**src/proximity_contact_detector_core_macros.svh**
```systemverilog
// Assertion helpers used by the detector back end (pcd_back).
// Each macro expects clk_i and rst_ni to be visible where it is used.
`ifndef PROXIMITY_CONTACT_DETECTOR_CORE_MACROS_SVH
`define PROXIMITY_CONTACT_DETECTOR_CORE_MACROS_SVH

// Same-cycle implication.
`define PCD_ASSERT_IMP(name, ante, cons) \
  name: assert property (@(posedge clk_i) disable iff (!rst_ni) (ante) |-> (cons)) \
    else $error("pcd assertion failed");

// Next-cycle implication.
`define PCD_ASSERT_NXT(name, ante, cons) \
  name: assert property (@(posedge clk_i) disable iff (!rst_ni) (ante) |=> (cons)) \
    else $error("pcd assertion failed");

`endif

```
**src/pcd_pkg.sv**
```systemverilog
package pcd_pkg;

  // Field widths of the request and result items.
  localparam int unsigned IdxW  = 6;
  localparam int unsigned TimeW = 16;
  localparam int unsigned PosW  = 16;
  localparam int unsigned DiffW = PosW + 1;
  localparam int unsigned SqW   = 2 * PosW;
  localparam int unsigned RadW  = 33;

  // Default agent store size.
  localparam int unsigned MaxAgentsDefault = 64;

  // Configuration port.
  localparam int unsigned ApbDataW = 64;
  localparam int unsigned ApbAddrW = 4;
  localparam logic [RadW-1:0] RadiusReset = RadW'(576);
  localparam logic RegRadiusSel = 1'b0;

  // Queue depths. The scan issues a compare only with enough result room
  // for every compare in flight, the held pair and the new one.
  localparam int unsigned CmdDepth   = 2;
  localparam int unsigned ResDepth   = 8;
  localparam int unsigned ResCntW    = $clog2(ResDepth + 1);
  localparam int unsigned CreditNeed = 5;

  typedef struct packed {
    logic                    frame_start;
    logic [IdxW-1:0]         agent_index;
    logic [TimeW-1:0]        time_step;
    logic signed [PosW-1:0]  pos_x;
    logic signed [PosW-1:0]  pos_y;
  } in_item_t;

  typedef struct packed {
    logic [IdxW-1:0]  first_agent;
    logic [IdxW-1:0]  second_agent;
    logic [TimeW-1:0] contact_time;
    logic             last_of_run;
  } out_item_t;

  // Classified request handed from the front to the back.
  typedef struct packed {
    logic                    frame_start;
    logic                    in_range;
    logic                    present;
    logic [IdxW-1:0]         agent_index;
    logic [TimeW-1:0]        time_step;
    logic signed [PosW-1:0]  pos_x;
    logic signed [PosW-1:0]  pos_y;
  } cmd_t;

  // Result write from the back into the result queue.
  typedef struct packed {
    logic      valid;
    out_item_t item;
  } res_push_t;

  typedef enum logic [1:0] {
    BackIdle,
    BackScan,
    BackDrain,
    BackFinish
  } back_state_e;

endpackage

```
**src/pcd_front.sv**
```systemverilog
module pcd_front import pcd_pkg::*; #(
  parameter int unsigned MaxAgents = MaxAgentsDefault
) (
  input  logic     clk_i,
  input  logic     rst_ni,
  input  logic     push,
  output logic     full,
  input  in_item_t in_data_i,
  output logic     cmd_valid_o,
  output cmd_t     cmd_o,
  input  logic     cmd_pop_i
);

  localparam int unsigned PtrW = $clog2(CmdDepth);
  localparam int unsigned CntW = $clog2(CmdDepth + 1);

  cmd_t            mem_q [CmdDepth];
  logic [PtrW-1:0] wr_ptr_q, wr_ptr_d;
  logic [PtrW-1:0] rd_ptr_q, rd_ptr_d;
  logic [CntW-1:0] count_q, count_d;
  cmd_t            cls;
  logic            do_push;
  logic            do_pop;

  // Classify the request: index within the store, and presence.
  always_comb begin
    cls.frame_start = in_data_i.frame_start;
    cls.in_range    = 32'(in_data_i.agent_index) < MaxAgents;
    cls.present     = (in_data_i.pos_x != '0) && (in_data_i.pos_y != '0);
    cls.agent_index = in_data_i.agent_index;
    cls.time_step   = in_data_i.time_step;
    cls.pos_x       = in_data_i.pos_x;
    cls.pos_y       = in_data_i.pos_y;
  end

  assign full        = (count_q == CntW'(CmdDepth));
  assign cmd_valid_o = (count_q != '0);
  assign cmd_o       = mem_q[rd_ptr_q];
  assign do_push     = push && !full;
  assign do_pop      = cmd_pop_i && cmd_valid_o;

  // Pointer and fill bookkeeping.
  always_comb begin
    wr_ptr_d = wr_ptr_q;
    rd_ptr_d = rd_ptr_q;
    count_d  = count_q;
    if (do_push) begin
      wr_ptr_d = (wr_ptr_q == PtrW'(CmdDepth - 1)) ? '0 : wr_ptr_q + PtrW'(1);
    end
    if (do_pop) begin
      rd_ptr_d = (rd_ptr_q == PtrW'(CmdDepth - 1)) ? '0 : rd_ptr_q + PtrW'(1);
    end
    if (do_push && !do_pop) begin
      count_d = count_q + CntW'(1);
    end else if (!do_push && do_pop) begin
      count_d = count_q - CntW'(1);
    end
  end

  always_ff @(posedge clk_i or negedge rst_ni) begin
    if (!rst_ni) begin
      wr_ptr_q <= '0;
      rd_ptr_q <= '0;
      count_q  <= '0;
    end else begin
      wr_ptr_q <= wr_ptr_d;
      rd_ptr_q <= rd_ptr_d;
      count_q  <= count_d;
    end
  end

  // Queue storage.
  always_ff @(posedge clk_i) begin
    if (do_push) begin
      mem_q[wr_ptr_q] <= cls;
    end
  end

endmodule

```
**src/pcd_res_fifo.sv**
```systemverilog
module pcd_res_fifo import pcd_pkg::*; (
  input  logic               clk_i,
  input  logic               rst_ni,
  input  res_push_t          res_push_i,
  output logic [ResCntW-1:0] free_o,
  output logic               empty,
  input  logic               pop,
  output out_item_t          out_data_o
);

  localparam int unsigned PtrW = $clog2(ResDepth);

  out_item_t          mem_q [ResDepth];
  logic [PtrW-1:0]    wr_ptr_q, wr_ptr_d;
  logic [PtrW-1:0]    rd_ptr_q, rd_ptr_d;
  logic [ResCntW-1:0] count_q, count_d;
  logic               do_pop;

  assign empty      = (count_q == '0);
  assign free_o     = ResCntW'(ResDepth) - count_q;
  assign out_data_o = mem_q[rd_ptr_q];
  assign do_pop     = pop && !empty;

  // Pointer and fill bookkeeping; the writer never pushes into a full queue.
  always_comb begin
    wr_ptr_d = wr_ptr_q;
    rd_ptr_d = rd_ptr_q;
    count_d  = count_q;
    if (res_push_i.valid) begin
      wr_ptr_d = (wr_ptr_q == PtrW'(ResDepth - 1)) ? '0 : wr_ptr_q + PtrW'(1);
    end
    if (do_pop) begin
      rd_ptr_d = (rd_ptr_q == PtrW'(ResDepth - 1)) ? '0 : rd_ptr_q + PtrW'(1);
    end
    if (res_push_i.valid && !do_pop) begin
      count_d = count_q + ResCntW'(1);
    end else if (!res_push_i.valid && do_pop) begin
      count_d = count_q - ResCntW'(1);
    end
  end

  always_ff @(posedge clk_i or negedge rst_ni) begin
    if (!rst_ni) begin
      wr_ptr_q <= '0;
      rd_ptr_q <= '0;
      count_q  <= '0;
    end else begin
      wr_ptr_q <= wr_ptr_d;
      rd_ptr_q <= rd_ptr_d;
      count_q  <= count_d;
    end
  end

  always_ff @(posedge clk_i) begin
    if (res_push_i.valid) begin
      mem_q[wr_ptr_q] <= res_push_i.item;
    end
  end

endmodule

```
**src/pcd_back.sv**
```systemverilog
`include "proximity_contact_detector_core_macros.svh"

module pcd_back import pcd_pkg::*; #(
  parameter int unsigned MaxAgents = MaxAgentsDefault
) (
  input  logic               clk_i,
  input  logic               rst_ni,
  input  logic [RadW-1:0]    radius_i,
  input  logic               cmd_valid_i,
  input  cmd_t               cmd_i,
  output logic               cmd_pop_o,
  input  logic [ResCntW-1:0] out_free_i,
  output res_push_t          res_push_o
);

  // Only indices that fit the agent index field can ever be stored.
  localparam int unsigned Depth = (MaxAgents < (2 ** IdxW)) ? MaxAgents : (2 ** IdxW);
  localparam int unsigned AddrW = $clog2(Depth);

  back_state_e state_q, state_d;
  cmd_t        cur_q;

  logic [PosW-1:0]  ram_x [Depth];
  logic [PosW-1:0]  ram_y [Depth];
  logic [Depth-1:0] mark_q;

  logic [AddrW-1:0] k_q, k_d;
  logic [AddrW-1:0] idx_addr;
  logic [AddrW-1:0] idx_last;

  logic                    s1_v_q;
  logic [AddrW-1:0]        s1_k_q;
  logic [PosW-1:0]         rd_x_q, rd_y_q;
  logic                    s2_v_q;
  logic [AddrW-1:0]        s2_k_q;
  logic signed [DiffW-1:0] dx_q, dy_q;
  logic                    s3_v_q;
  logic [AddrW-1:0]        s3_k_q;
  logic [SqW-1:0]          sqx_q, sqy_q;
  logic signed [2*DiffW-1:0] px, py;

  logic             pend_v_q, pend_v_d;
  logic [AddrW-1:0] pend_k_q, pend_k_d;

  logic            issue;
  logic            last_issue;
  logic            fin_ok;
  logic            pipe_empty;
  logic [RadW-1:0] dist_sq;
  logic            hit;

  assign idx_addr   = cur_q.agent_index[AddrW-1:0];
  assign idx_last   = idx_addr - AddrW'(1);
  assign pipe_empty = !s1_v_q && !s2_v_q && !s3_v_q;
  assign last_issue = issue && (k_q == idx_last);

  // Sequencer next state.
  always_comb begin
    state_d = state_q;
    case (state_q)
      BackIdle: begin
        if (cmd_valid_i) begin
          if (!cmd_i.in_range) begin
            state_d = BackIdle;
          end else if (cmd_i.present && (cmd_i.agent_index != '0)) begin
            state_d = BackScan;
          end else begin
            state_d = BackFinish;
          end
        end
      end
      BackScan: begin
        if (last_issue) begin
          state_d = BackDrain;
        end
      end
      BackDrain: begin
        if (pipe_empty) begin
          state_d = BackFinish;
        end
      end
      BackFinish: begin
        if (fin_ok) begin
          state_d = BackIdle;
        end
      end
      default: state_d = BackIdle;
    endcase
  end

  // Sequencer outputs. A compare is issued only with room for every
  // result that can still come out before the queue drains.
  always_comb begin
    cmd_pop_o = 1'b0;
    issue     = 1'b0;
    fin_ok    = 1'b0;
    case (state_q)
      BackIdle:   cmd_pop_o = cmd_valid_i;
      BackScan:   issue = (out_free_i >= ResCntW'(CreditNeed));
      BackDrain:  ;
      BackFinish: fin_ok = !pend_v_q || (out_free_i != '0);
      default:    ;
    endcase
  end

  // Scan counter.
  always_comb begin
    k_d = k_q;
    if (cmd_pop_o) begin
      k_d = '0;
    end else if (issue) begin
      k_d = k_q + AddrW'(1);
    end
  end

  always_ff @(posedge clk_i or negedge rst_ni) begin
    if (!rst_ni) begin
      state_q  <= BackIdle;
      k_q      <= '0;
      s1_v_q   <= 1'b0;
      s2_v_q   <= 1'b0;
      s3_v_q   <= 1'b0;
      pend_v_q <= 1'b0;
    end else begin
      state_q  <= state_d;
      k_q      <= k_d;
      s1_v_q   <= issue && mark_q[k_q];
      s2_v_q   <= s1_v_q;
      s3_v_q   <= s2_v_q;
      pend_v_q <= pend_v_d;
    end
  end

  // Present marks: a frame start clears them all before its request runs.
  always_ff @(posedge clk_i or negedge rst_ni) begin
    if (!rst_ni) begin
      mark_q <= '0;
    end else if (cmd_pop_o && cmd_i.frame_start) begin
      mark_q <= '0;
    end else if (fin_ok) begin
      mark_q[idx_addr] <= cur_q.present;
    end
  end

  // Current request.
  always_ff @(posedge clk_i) begin
    if (cmd_pop_o) begin
      cur_q <= cmd_i;
    end
  end

  // Position store, written when a request finishes, read during the scan.
  always_ff @(posedge clk_i) begin
    if (fin_ok) begin
      ram_x[idx_addr] <= cur_q.pos_x;
      ram_y[idx_addr] <= cur_q.pos_y;
    end
    rd_x_q <= ram_x[k_q];
    rd_y_q <= ram_y[k_q];
  end

  // Distance pipeline: read, difference, square, then sum and compare.
  assign px = dx_q * dx_q;
  assign py = dy_q * dy_q;

  always_ff @(posedge clk_i) begin
    s1_k_q <= k_q;
    s2_k_q <= s1_k_q;
    s3_k_q <= s2_k_q;
    dx_q   <= {cur_q.pos_x[PosW-1], cur_q.pos_x} - {rd_x_q[PosW-1], rd_x_q};
    dy_q   <= {cur_q.pos_y[PosW-1], cur_q.pos_y} - {rd_y_q[PosW-1], rd_y_q};
    sqx_q  <= px[SqW-1:0];
    sqy_q  <= py[SqW-1:0];
  end

  assign dist_sq = {1'b0, sqx_q} + {1'b0, sqy_q};
  assign hit     = s3_v_q && (dist_sq < radius_i);

  // One contact is held back so that the final one can carry the last mark.
  always_comb begin
    pend_v_d = pend_v_q;
    pend_k_d = pend_k_q;
    if (hit) begin
      pend_v_d = 1'b1;
      pend_k_d = s3_k_q;
    end else if (fin_ok) begin
      pend_v_d = 1'b0;
    end
  end

  always_ff @(posedge clk_i) begin
    pend_k_q <= pend_k_d;
  end

  always_comb begin
    res_push_o.valid             = pend_v_q && (hit || (fin_ok && (state_q == BackFinish)));
    res_push_o.item.first_agent  = IdxW'(pend_k_q);
    res_push_o.item.second_agent = cur_q.agent_index;
    res_push_o.item.contact_time = cur_q.time_step;
    res_push_o.item.last_of_run  = (state_q == BackFinish);
  end

  `PCD_ASSERT_IMP(a_push_has_room, res_push_o.valid, out_free_i != '0)
  `PCD_ASSERT_IMP(a_issue_below_index, issue, k_q < idx_addr)
  `PCD_ASSERT_IMP(a_finish_pipe_empty, state_q == BackFinish, pipe_empty)
  `PCD_ASSERT_NXT(a_frame_clears_marks, cmd_pop_o && cmd_i.frame_start, mark_q == '0)

endmodule

```
**src/proximity_contact_detector_core.sv**
```systemverilog
// Proximity contact detector.
// Input channel: each request carries one agent position (index, time step,
// x and y in signed Q11.4). It is taken when push is high and full is low.
// A request with frame_start set clears all present marks first. An agent
// is present only when both coordinates are nonzero.
// Result channel: one entry per agent pair closer than the configured
// radius, lower index first, the final pair of a request marked last. The
// head is shown while empty is low and is taken with pop.
// Scan: a present agent with index n scans the n lower entries of the
// position memory, one per cycle while the result queue has room, through
// a three-stage distance pipeline. Each contact is held until the next one
// is found or the scan ends.
// Two requests queue ahead of the scan, and up to eight results queue
// behind it. When the receiver stalls, the scan pauses once the result
// queue is nearly full, and push backs up through full.
// Reset clears all present marks at once and sets the radius to 1.5 units;
// no clearing pass is needed. radius_squared is at byte address 0.
module proximity_contact_detector_core import pcd_pkg::*; #(
  parameter int unsigned MaxAgents = MaxAgentsDefault
) (
  input  logic                clk_i,
  input  logic                rst_ni,
  input  logic                push,
  output logic                full,
  input  in_item_t            in_data_i,
  output logic                empty,
  input  logic                pop,
  output out_item_t           out_data_o,
  input  logic                psel,
  input  logic                penable,
  input  logic                pwrite,
  input  logic [ApbAddrW-1:0] paddr,
  input  logic [ApbDataW-1:0] pwdata,
  output logic [ApbDataW-1:0] prdata,
  output logic                pready
);

  logic [RadW-1:0]    radius_q;
  logic               cmd_valid;
  cmd_t               cmd;
  logic               cmd_pop;
  logic [ResCntW-1:0] out_free;
  res_push_t          res_push;
  logic               reg_sel;

  // Configuration register.
  assign pready  = 1'b1;
  assign reg_sel = (paddr[3] == RegRadiusSel);
  assign prdata  = reg_sel ? ApbDataW'(radius_q) : '0;

  always_ff @(posedge clk_i or negedge rst_ni) begin
    if (!rst_ni) begin
      radius_q <= RadiusReset;
    end else if (psel && penable && pwrite && pready && reg_sel) begin
      radius_q <= pwdata[RadW-1:0];
    end
  end

  pcd_front #(
    .MaxAgents (MaxAgents)
  ) u_front (
    .clk_i       (clk_i),
    .rst_ni      (rst_ni),
    .push        (push),
    .full        (full),
    .in_data_i   (in_data_i),
    .cmd_valid_o (cmd_valid),
    .cmd_o       (cmd),
    .cmd_pop_i   (cmd_pop)
  );

  pcd_back #(
    .MaxAgents (MaxAgents)
  ) u_back (
    .clk_i       (clk_i),
    .rst_ni      (rst_ni),
    .radius_i    (radius_q),
    .cmd_valid_i (cmd_valid),
    .cmd_i       (cmd),
    .cmd_pop_o   (cmd_pop),
    .out_free_i  (out_free),
    .res_push_o  (res_push)
  );

  pcd_res_fifo u_res_fifo (
    .clk_i      (clk_i),
    .rst_ni     (rst_ni),
    .res_push_i (res_push),
    .free_o     (out_free),
    .empty      (empty),
    .pop        (pop),
    .out_data_o (out_data_o)
  );

endmodule
```
**config.mk**
```make
export PLATFORM = sky130hd
export DESIGN_NAME = proximity_contact_detector_core
export DESIGN_NICKNAME = d
export VERILOG_FILES = /design/src/pcd_pkg.sv /design/src/pcd_front.sv /design/src/pcd_res_fifo.sv /design/src/pcd_back.sv /design/src/proximity_contact_detector_core.sv
export VERILOG_INCLUDE_DIRS = /design/src /design/src/src
export SDC_FILE = /design/constraint.sdc
export NUM_CORES = 2
export LEC_CHECK = 0
export BUFFER_PORTS_ARGS = -buffer_cell sky130_fd_sc_hd__buf_2
export CORE_MARGIN = 2
export CORE_UTILIZATION = 25
export DETAILED_ROUTE_END_ITERATION = 10
export HOLD_SLACK_MARGIN = 0.02
export SKIP_LAST_GASP = 1
export SYNTH_ARGS = -nofsm -noshare
export SYNTH_HDL_FRONTEND = slang
export SYNTH_SLANG_ARGS = --single-unit
```
**constraint.sdc**
```tcl
create_clock -name clk_i -period 9.08 [get_ports clk_i]
set_clock_uncertainty 0.2 [all_clocks]
set_input_delay 1.816 -clock clk_i [delete_from_list [all_inputs] [get_ports clk_i]]
set_output_delay 1.816 -clock clk_i [all_outputs]
set_load 0.02 [all_outputs]
```
==> impl_metrics.py <==
metrics = {
    "status": {
        "status": "finished, final reports clean",
    },
    "drt": {
        "drt-initial-drc-count": 6174,
        "drc": 0,
        "dr.pass1.iters": 6,
        "ant_nets": 0,
        "vias": 62869,
        "avgRoutedWirePerCell_um": 22.84,
        "via_per_inst": 4.519,
        "drt-total-wl_um": 317700,
    },
    "synth": {
        "yosysMostFrequentCell": "edfxtp_1",
        "synth-async-reset-ratio_pct": 4.519,
        "synth_top_area_cell": "edfxtp_1",
        "yosys-top-cells-count": "edfxtp_1 (2453), inv_1 (769), mux4_2 (751)",
        "ys_seq_elements": 2722,
        "synth_area_um2": 124000,
        "avgSynthCellArea_um2": 18.10,
        "synth.area.top_cells": "edfxtp_1 (59%), mux4_2 (14%), fa_1 (8.4%)",
        "synth_ff_type": "edfxtp_1",
        "synth_edf_count": 2453,
        "synth.top_cell.area_share_pct": 59.38,
        "synth_warnings": 0,
        "syn_inst": 6852,
        "synth_seq_area_share_pct": 64.22,
        "synthDistinctLibCells": 78,
    },
    "critical_path": {
        "start_kind": "flop",
        "crit_chain": "nand2_1 -> inv_1 -> fa_1 -> fa_1 -> inv_1 -> fa_1 -> inv_1 -> fa_1 -> fa_1 -> inv_1 -> fa_1 -> inv_1 -> ha_1 -> and3_1 -> and2_1 -> a221oi_1 -> a2bb2oi_1 -> o21ai_1 -> o41ai_4 -> o2111ai_1 -> a21oi_1 -> xor2_1",
        "cp_top_family": "adder cells",
        "critPathCaptureType": "flop",
        "crit_fanout": 19,
        "slowest_stage": "dfxtp_1",
        "cp.arrival_ps": 7840,
        "worstSetupPathType": "reg -> reg",
        "cp_num_buf_inv": 5,
        "cp_common_cell": "fa_1",
        "slowest_delay_ps": 1040,
        "crit_required_ps": 9630,
    },
    "placed_design": {
        "gp_congestion": 0.8185,
        "io_buffers": 159,
        "post-place-ws_ps": 1711,
        "place_area_um2": 133600,
        "dp_hpwl_um": 190100,
    },
    "clock_tree": {
        "path_clk_slew_ps": 60,
        "holdBufCountCts": 0,
        "clk_latency_ps": 870,
        "cts_sinks": 2722,
        "cts.path.max_buffers": 4,
        "cts_setup_buffers": 0,
        "cts_inserted_buffers": 285,
        "cts_tree": "yes",
        "cts_htree_levels": 5,
        "post_cts.resized_instances": 0,
        "root_buffer": "clkbuf_16",
    },
    "flow_run": {
        "drv.max_cap_violation_count": 0,
    },
    "sta": {
        "max_freq_mhz": 137.3,
        "hold_violations": 0,
        "worst_slack_ps": 1795,
        "worst_pin_slew_ps": 1172,
        "fin_crit_sh_pct": 80.23,
        "setup_viol": 0,
        "min_period_ps": 7285,
        "fin_tns_setup_ps": 0,
        "slew_viol_final": 0,
        "relSlewSlack_pct": 21.85,
        "rsz0062_at_grt": "false",
    },
    "final_layout": {
        "fillCellCount": 48430,
        "syn2layout_area_growth_pct": 14.91,
        "postLayoutCellArea_um2": 142500,
        "fin_nets": 8117,
        "drive_gt1_share_pct": 22.94,
    },
    "die": {
        "initial_utilization_pct": 25.12,
        "die_area_um2": 501800,
        "ios": 226,
        "die_width_um": 708.4,
        "placementRows": 258,
        "coreArea_um2": 493900,
        "die_height_um": 708.4,
    },
    "grt": {
        "grt-ovfl-total": 0,
        "antenna_found_initial": 12,
        "grt_max_degree": 154,
        "grt_pass1_wl_um": 459700,
        "grt_usage_pct": 12.36,
        "grt_pass1_vias": 66612,
    },
    "hold_path": {
        "hold_path.class": "reg -> reg",
    },
}
per-layer routing:
layer,routed length (um),track usage [%],up-vias
met4,9834,3.645,2
met1,129600,16.11,33699
met2,156300,21.07,2269
li1,-,-,26422
met5,7,0,-
met3,22010,2.121,477
path summary, 6_finish.rpt:
kind | start | end | cells past startpoint | slack, ps
min | u_back.s2_k_q[2]$_DFF_P_ | u_back.s3_k_q[2]$_DFF_P_ | 0 | 110
min in group asynchronous | rst_ni | u_back.s3_v_q$_DFF_PN0_ | 1 | 760
max in group asynchronous | rst_ni | u_front.rd_ptr_q$_DFFE_PN0P_ | 2 | 6340
max | u_back.dy_q[2]$_DFF_P_ | u_back.sqy_q[31]$_DFF_P_ | 22 | 1790
min reg2reg | u_back.s2_k_q[2]$_DFF_P_ | u_back.s3_k_q[2]$_DFF_P_ | 0 | 110
max reg2reg | u_back.dy_q[2]$_DFF_P_ | u_back.sqy_q[31]$_DFF_P_ | 22 | 1790
cell type report:
class	count	area (um2)	area share, %
Clock buffer	366	7759	5.443
Timing Repair Buffer	326	2156	1.512
Tap cell	6500	8133	5.706
Inverter	769	2887	2.025
Antenna cell	5	12.51	0.008778
Sequential cell	2722	79690	55.90
Clock inverter	135	1199	0.8409
Multi-Input combinational cell	3088	40710	28.56
layout by cell type (no fill, tap or decap), types with 147 or more instances in the layout:
cell and n:
fa_1 519, ha_1 276, clkbuf_16 295, nor2_1 147, buf_4 159, buf_2 158, nand2_1 256, edfxtp_1 2453
mux4_2 751, inv_1 768
state kept, by name, summed over array words and instances, names as in the netlist, 16 cells and up:
signal             count
u_back.dy_q           17
u_back.sqx_q          31
u_back.rd_y_q         16
u_back.ram_y        1024
u_front.mem_q        112
radius_q              33
u_back.ram_x        1024
u_back.mark_q         64
u_back.sqy_q          31
u_back.res_push_o     16
u_back.rd_x_q         16
u_res_fifo.mem_q     232
u_back.cur_q          33
u_back.dx_q           17
cells by family after synthesis:
| kind of cell | Yosys count | share of synthesized area (%) |
|---|---|---|
| flip-flops | 2722 | 64.22 |
| buffers and inverters | 1072 | 3.474 |
| multiplexers | 882 | 14.81 |
| adder cells (fa/ha/maj) | 795 | 11.16 |
| AND/OR/NAND/NOR | 781 | 3.002 |
| AO/OA/AOI/OAI | 448 | 2.265 |
| XOR/XNOR | 150 | 1.059 |
| other | 2 | 0.006054 |
metrics by stage:
step	cells	hold WS, ps	util, %
CTS	13906	118.0	28.86
floorplan	6882	109.6	-
global route	13906	126.8	28.86
global placement	13405	110.0	27.04
detailed placement	13405	113.2	27.04
finish	13911	115.0	28.86
Power is left out: the tool's default activity adds up to more than one toggle a clock period on the data nets, which glitch-free logic cannot reach.
